===== src/rtl/brr_pkg.sv =====
// Package for the bilinear RGBA resizer: state, command and status types,
// register indexes, function codes and reset values.
// No dependencies.
`timescale 1ns / 1ps
`default_nettype none

package brr_pkg;

    localparam int DEF_MAX_WIDTH  = 256;
    localparam int DEF_MAX_HEIGHT = 256;

    localparam int CFG_IDX_W  = 3;
    localparam int CFG_DATA_W = 24;
    localparam int SIZE_W     = 9;
    localparam int STEP_W     = 24;
    localparam int PIX_W      = 32;
    localparam int WGT_W      = 17;
    localparam int ACC_W      = 24;

    localparam logic [CFG_IDX_W-1:0] CFG_SRC_W = 3'd0;
    localparam logic [CFG_IDX_W-1:0] CFG_SRC_H = 3'd1;
    localparam logic [CFG_IDX_W-1:0] CFG_TGT_W = 3'd2;
    localparam logic [CFG_IDX_W-1:0] CFG_TGT_H = 3'd3;
    localparam logic [CFG_IDX_W-1:0] CFG_COL_STEP = 3'd4;
    localparam logic [CFG_IDX_W-1:0] CFG_ROW_STEP = 3'd5;

    localparam logic [SIZE_W-1:0] RST_SIZE = 9'd256;
    localparam logic [STEP_W-1:0] RST_STEP = 24'd65536;

    localparam logic FUNC_LOAD = 1'b0;
    localparam logic FUNC_REQ  = 1'b1;

    typedef enum logic [3:0] {
        S_IDLE,
        S_MUL,
        S_LOC,
        S_WGT,
        S_RD0,
        S_RD1,
        S_RD2,
        S_RD3,
        S_ACC,
        S_FIN
    } t_state;

    typedef struct packed {
        logic       capture;
        logic       mul;
        logic       loc;
        logic       wgt;
        logic       acc_clr;
        logic       rd_en;
        logic [1:0] rd_sel;
        logic       mac_en;
        logic [1:0] mac_sel;
        logic       res_load;
    } t_cmd;

    typedef struct packed {
        logic err;
    } t_stat;

endpackage

`default_nettype wire


===== src/rtl/brr_ctrl.sv =====
// Controller for the bilinear RGBA resizer: sequences one word through
// scale, locate, weight, four neighbor reads and the final blend.
// Out-of-range requests go from scale to finish. Depends on brr_pkg.
`timescale 1ns / 1ps
`default_nettype none

module brr_ctrl
    import brr_pkg::*;
(
    input  wire   i_clk,
    input  wire   i_rst_n,
    input  wire   start,
    input  wire   i_func,
    input  t_stat i_stat,
    output t_cmd  o_cmd,
    output logic  busy
);

    t_state r_state;
    t_state n_state;

    always_ff @(posedge i_clk) begin
        if (!i_rst_n) begin
            r_state <= S_IDLE;
        end else begin
            r_state <= n_state;
        end
    end

    always_comb begin
        n_state = r_state;
        unique case (r_state)
            S_IDLE: begin
                if (start && i_func == FUNC_REQ) n_state = S_MUL;
            end
            S_MUL:  n_state = i_stat.err ? S_FIN : S_LOC;
            S_LOC:  n_state = S_WGT;
            S_WGT:  n_state = S_RD0;
            S_RD0:  n_state = S_RD1;
            S_RD1:  n_state = S_RD2;
            S_RD2:  n_state = S_RD3;
            S_RD3:  n_state = S_ACC;
            S_ACC:  n_state = S_FIN;
            S_FIN:  n_state = S_IDLE;
            default: n_state = S_IDLE;
        endcase
    end

    always_comb begin
        o_cmd = '0;
        busy  = 1'b1;
        unique case (r_state)
            S_IDLE: begin
                busy          = 1'b0;
                o_cmd.capture = start;
            end
            S_MUL: o_cmd.mul = 1'b1;
            S_LOC: o_cmd.loc = 1'b1;
            S_WGT: begin
                o_cmd.wgt     = 1'b1;
                o_cmd.acc_clr = 1'b1;
            end
            S_RD0: begin
                o_cmd.rd_en  = 1'b1;
                o_cmd.rd_sel = 2'd0;
            end
            S_RD1: begin
                o_cmd.rd_en   = 1'b1;
                o_cmd.rd_sel  = 2'd1;
                o_cmd.mac_en  = 1'b1;
                o_cmd.mac_sel = 2'd0;
            end
            S_RD2: begin
                o_cmd.rd_en   = 1'b1;
                o_cmd.rd_sel  = 2'd2;
                o_cmd.mac_en  = 1'b1;
                o_cmd.mac_sel = 2'd1;
            end
            S_RD3: begin
                o_cmd.rd_en   = 1'b1;
                o_cmd.rd_sel  = 2'd3;
                o_cmd.mac_en  = 1'b1;
                o_cmd.mac_sel = 2'd2;
            end
            S_ACC: begin
                o_cmd.mac_en  = 1'b1;
                o_cmd.mac_sel = 2'd3;
            end
            S_FIN: o_cmd.res_load = 1'b1;
            default: o_cmd = '0;
        endcase
    end

endmodule

`default_nettype wire


===== config.mk =====
export PLATFORM = sky130hd
export DESIGN_NAME = brr_ctrl
export DESIGN_NICKNAME = d
export VERILOG_FILES = /design/src/rtl/brr_pkg.sv /design/src/rtl/brr_ctrl.sv
export SDC_FILE = /design/constraint.sdc
export NUM_CORES = 1
export LEC_CHECK = 0
export ABC_AREA = 1
export BUFFER_PORTS_ARGS = -buffer_cell sky130_fd_sc_hd__buf_2
export CAP_MARGIN = 30
export CORE_AREA = 2 2 39 41
export DETAILED_ROUTE_END_ITERATION = 12
export DIE_AREA = 0 0 41 43
export SETUP_SLACK_MARGIN = 0.4
export SLEW_MARGIN = 0
export SYNTH_ARGS = -nofsm -noshare
export SYNTH_HDL_FRONTEND = slang
export SYNTH_SLANG_ARGS = --single-unit

===== constraint.sdc =====
create_clock -name i_clk -period 1.65 [get_ports i_clk]
set_input_delay 0.2475 -clock i_clk [delete_from_list [all_inputs] [get_ports i_clk]]
set_output_delay 0.2475 -clock i_clk [all_outputs]
set_load 0.01 [all_outputs]

==> impl_results.md <==
* Net Sw Frac at 37.9%
* Clock buffer count from CTS at 3
* Crit end category: output port
* Clk sinks at 4
* Worst hold path class: in2reg
* Final min period at 1.35 ns
* Multi-input logic area at 220 um2
* # diodes at 0
* DR WL/cell at 8.83 um
* Post-synth ARST share at 0%
* Hold buffers post-CTS at 0
* Avg Cell Area, Syn at 5.62 um2
* Achievable Freq at 742 MHz
* Root buffer cell: clkbuf_4
* Hold Fails Final Rpt at 0
* Register area share after synthesis at 26.9%
* Initial drt markers at 0
* Cell Int Power at 281 uW
* Row count at 14
* Clk network pwr share at 26.1%
* Final setup violation count at 0
* Die ar. at 1760 um2
* Clk Latency, worst-skew pair at 0.23 ns
* Max-Slew Margin vs Limit at 86.4%
* Flop pwr share at 30.5%
* Yosys warns at 0
* CTS tree: done
* Combinational Power Share at 43.4%
* Die Y at 43 um
* Effective utilization at floorplan at 21.5%
* Max FO, Critical Path at 5
* IO buf count at 17
* Top reg by flops: r_state
* Netlist Area Pre-Place at 298 um2
* Unrepaired setup endpoints after global routing: true
* First-pass GRT wire length at 1310 um
* Filler instances at 151
* Worst-path clk slew at 0.04 ns
* Core area at 1380 um2
* Largest register FFs at 4
* Synth Register Bits at 4
* GRT Total Usage at 11.0%
* H-tree depth at 1
* DIE WIDTH at 41 um
* Worst VDD drop at 291 uV
* Layout cells sized above 1 at 64.1%
* Prevailing post-synth register cell: dfxtp_1
* Initial antenna violation count at 0
* Final estimated routing congestion in global placement at 0.743
* Final hold slack at 0.243 ns
* Max clock buf depth at 2
* Reg area at 92.6 um2
* Slew Limit Fails at 0
* Remaining antenna violation count at 0
* Vias in the first global route at 363
* CP Data Required Time at 1.40 ns
* Crit path DAT at 1.10 ns
* Slew @ Worst Pin at 0.203 ns
* Max-cap viol count at 0
* Area grow syn2layout at 88.7%
* Final nets at 85
* Final worst path period share at 81.7%
* Setup TNS at 0 ns
* DRT Pass-1 Iters at 1
* Drc violations at 0
* Overflow after GRT at 0
* Pwr/cell area at 806 nW/um2
* Startpoint Class: register
* Number of flops mapped to enable cells by yosys at 0
* Largest net degree at the start of global routing at 7
* P_leak at 0.000340 uW
* Clock skew at 0.00473 ns
* Outcome: completed
* Switching power at 172 uW
* Kind of critical path: reg2out
* Vias per cell at 4.18
* Yosys cell types at 13
* Final wirelength at 830 um
* Hpwl dp at 600 um
* DR vias at 393
* Cells after Synth at 53
* Top Registers: r_state x4
* Mapped Nets at 58
* Number of top-level pins at 18
[worst max-delay path, stage by stage, from the launching register on]
cell and delay, ns:
dfxtp_4 0.37, inv_4 0.05, nor2_4 0.18, nand3_2 0.11
nand3_2 0.08, buf_6 0.10
[cells by family after synthesis]
group	synth area share, %
and+or+nand+nor	52.1
buffers and inverters	17.6
DFF	26.9
AOI/OAI and AO/OA	3.36
[through the flow]
| step | instances | util, % | power, uW | cell area [um2] | setup slack [ns] |
|---|---|---|---|---|---|
| after floorplan | 53 | - | 220 | 298 | 0.519 |
| after global placement | 85 | 28.6 | 271 | 395 | 0.469 |
| after detailed placement | 85 | 28.6 | 271 | 395 | 0.465 |
| after CTS | 90 | 35.6 | 424 | 493 | 0.302 |
| after global routing | 94 | 40.6 | 490 | 562 | 0.237 |
| final | 94 | 40.6 | 453 | 562 | 0.301 |
[path summary, 6_finish.rpt]
kind	startpoint	to	slack, ns	depth (start not counted)
hold reg to reg	r_state[2]$_SDFFE_PN0P_	r_state[0]$_SDFFE_PN0P_	0.59	3
setup reg to reg	r_state[2]$_SDFFE_PN0P_	r_state[1]$_SDFFE_PN0P_	0.47	8
setup / recovery	r_state[2]$_SDFFE_PN0P_	o_cmd[3]	0.30	5
hold / removal	i_rst_n	r_state[1]$_SDFFE_PN0P_	0.24	3
[Yosys cell counts (2+ instances only)]
library cell / n / area, um2
nand2_1: 12 / 45.0
inv_1: 11 / 41.3
nor2_1: 10 / 37.5
nand3_1: 7 / 35.0
dfxtp_1: 4 / 80.1
nor2_2: 2 / 12.5
[layout make-up]
cell class,instances,share of cell area (%)
Multi-Input combinational cell,36,39.2
Timing Repair Buffer,23,27.8
Sequential cell,4,16.5
Inverter,12,8.91
Clock buffer,3,4.01
Tap cell,16,3.56
[power groups by stage]
stage | clock network, uW | registers, uW | logic, uW
after floorplan | 0 | 122 | 98.6
after CTS | 125 | 130 | 169
after detailed placement | 0 | 124 | 147
after global routing | 132 | 141 | 218
final | 118 | 138 | 196
after global placement | 0 | 123 | 147
[cell usage in the layout, fill, tap and decap left out]
master    instances
buf_2            14
inv_4             2
nand2_1           7
nor2_4            5
nand3_1           4
buf_4             4
nand3_2           3
nor2_1            7
inv_1             8
nand2_2           6
a21oi_1           1
o21ai_0           1
inv_2             2
dfxtp_2           1
and3_2            1
clkbuf_4          3
nor2_2            1
buf_6             5
dfxtp_4           3
[per-layer routing]
layer	wire, um	global-route usage [%]
met5	0	0
met4	0	8.00
met3	36	3.14
met2	473	15.9
met1	320	12.9
[what timing repair did]
item,in CTS,in global routing
endpoints found under the setup margin,13,13
pin swaps,5,6
resized for setup,21,11
setup buffers,2,4
No activity file was read; power rests on OpenSTA's default activity.
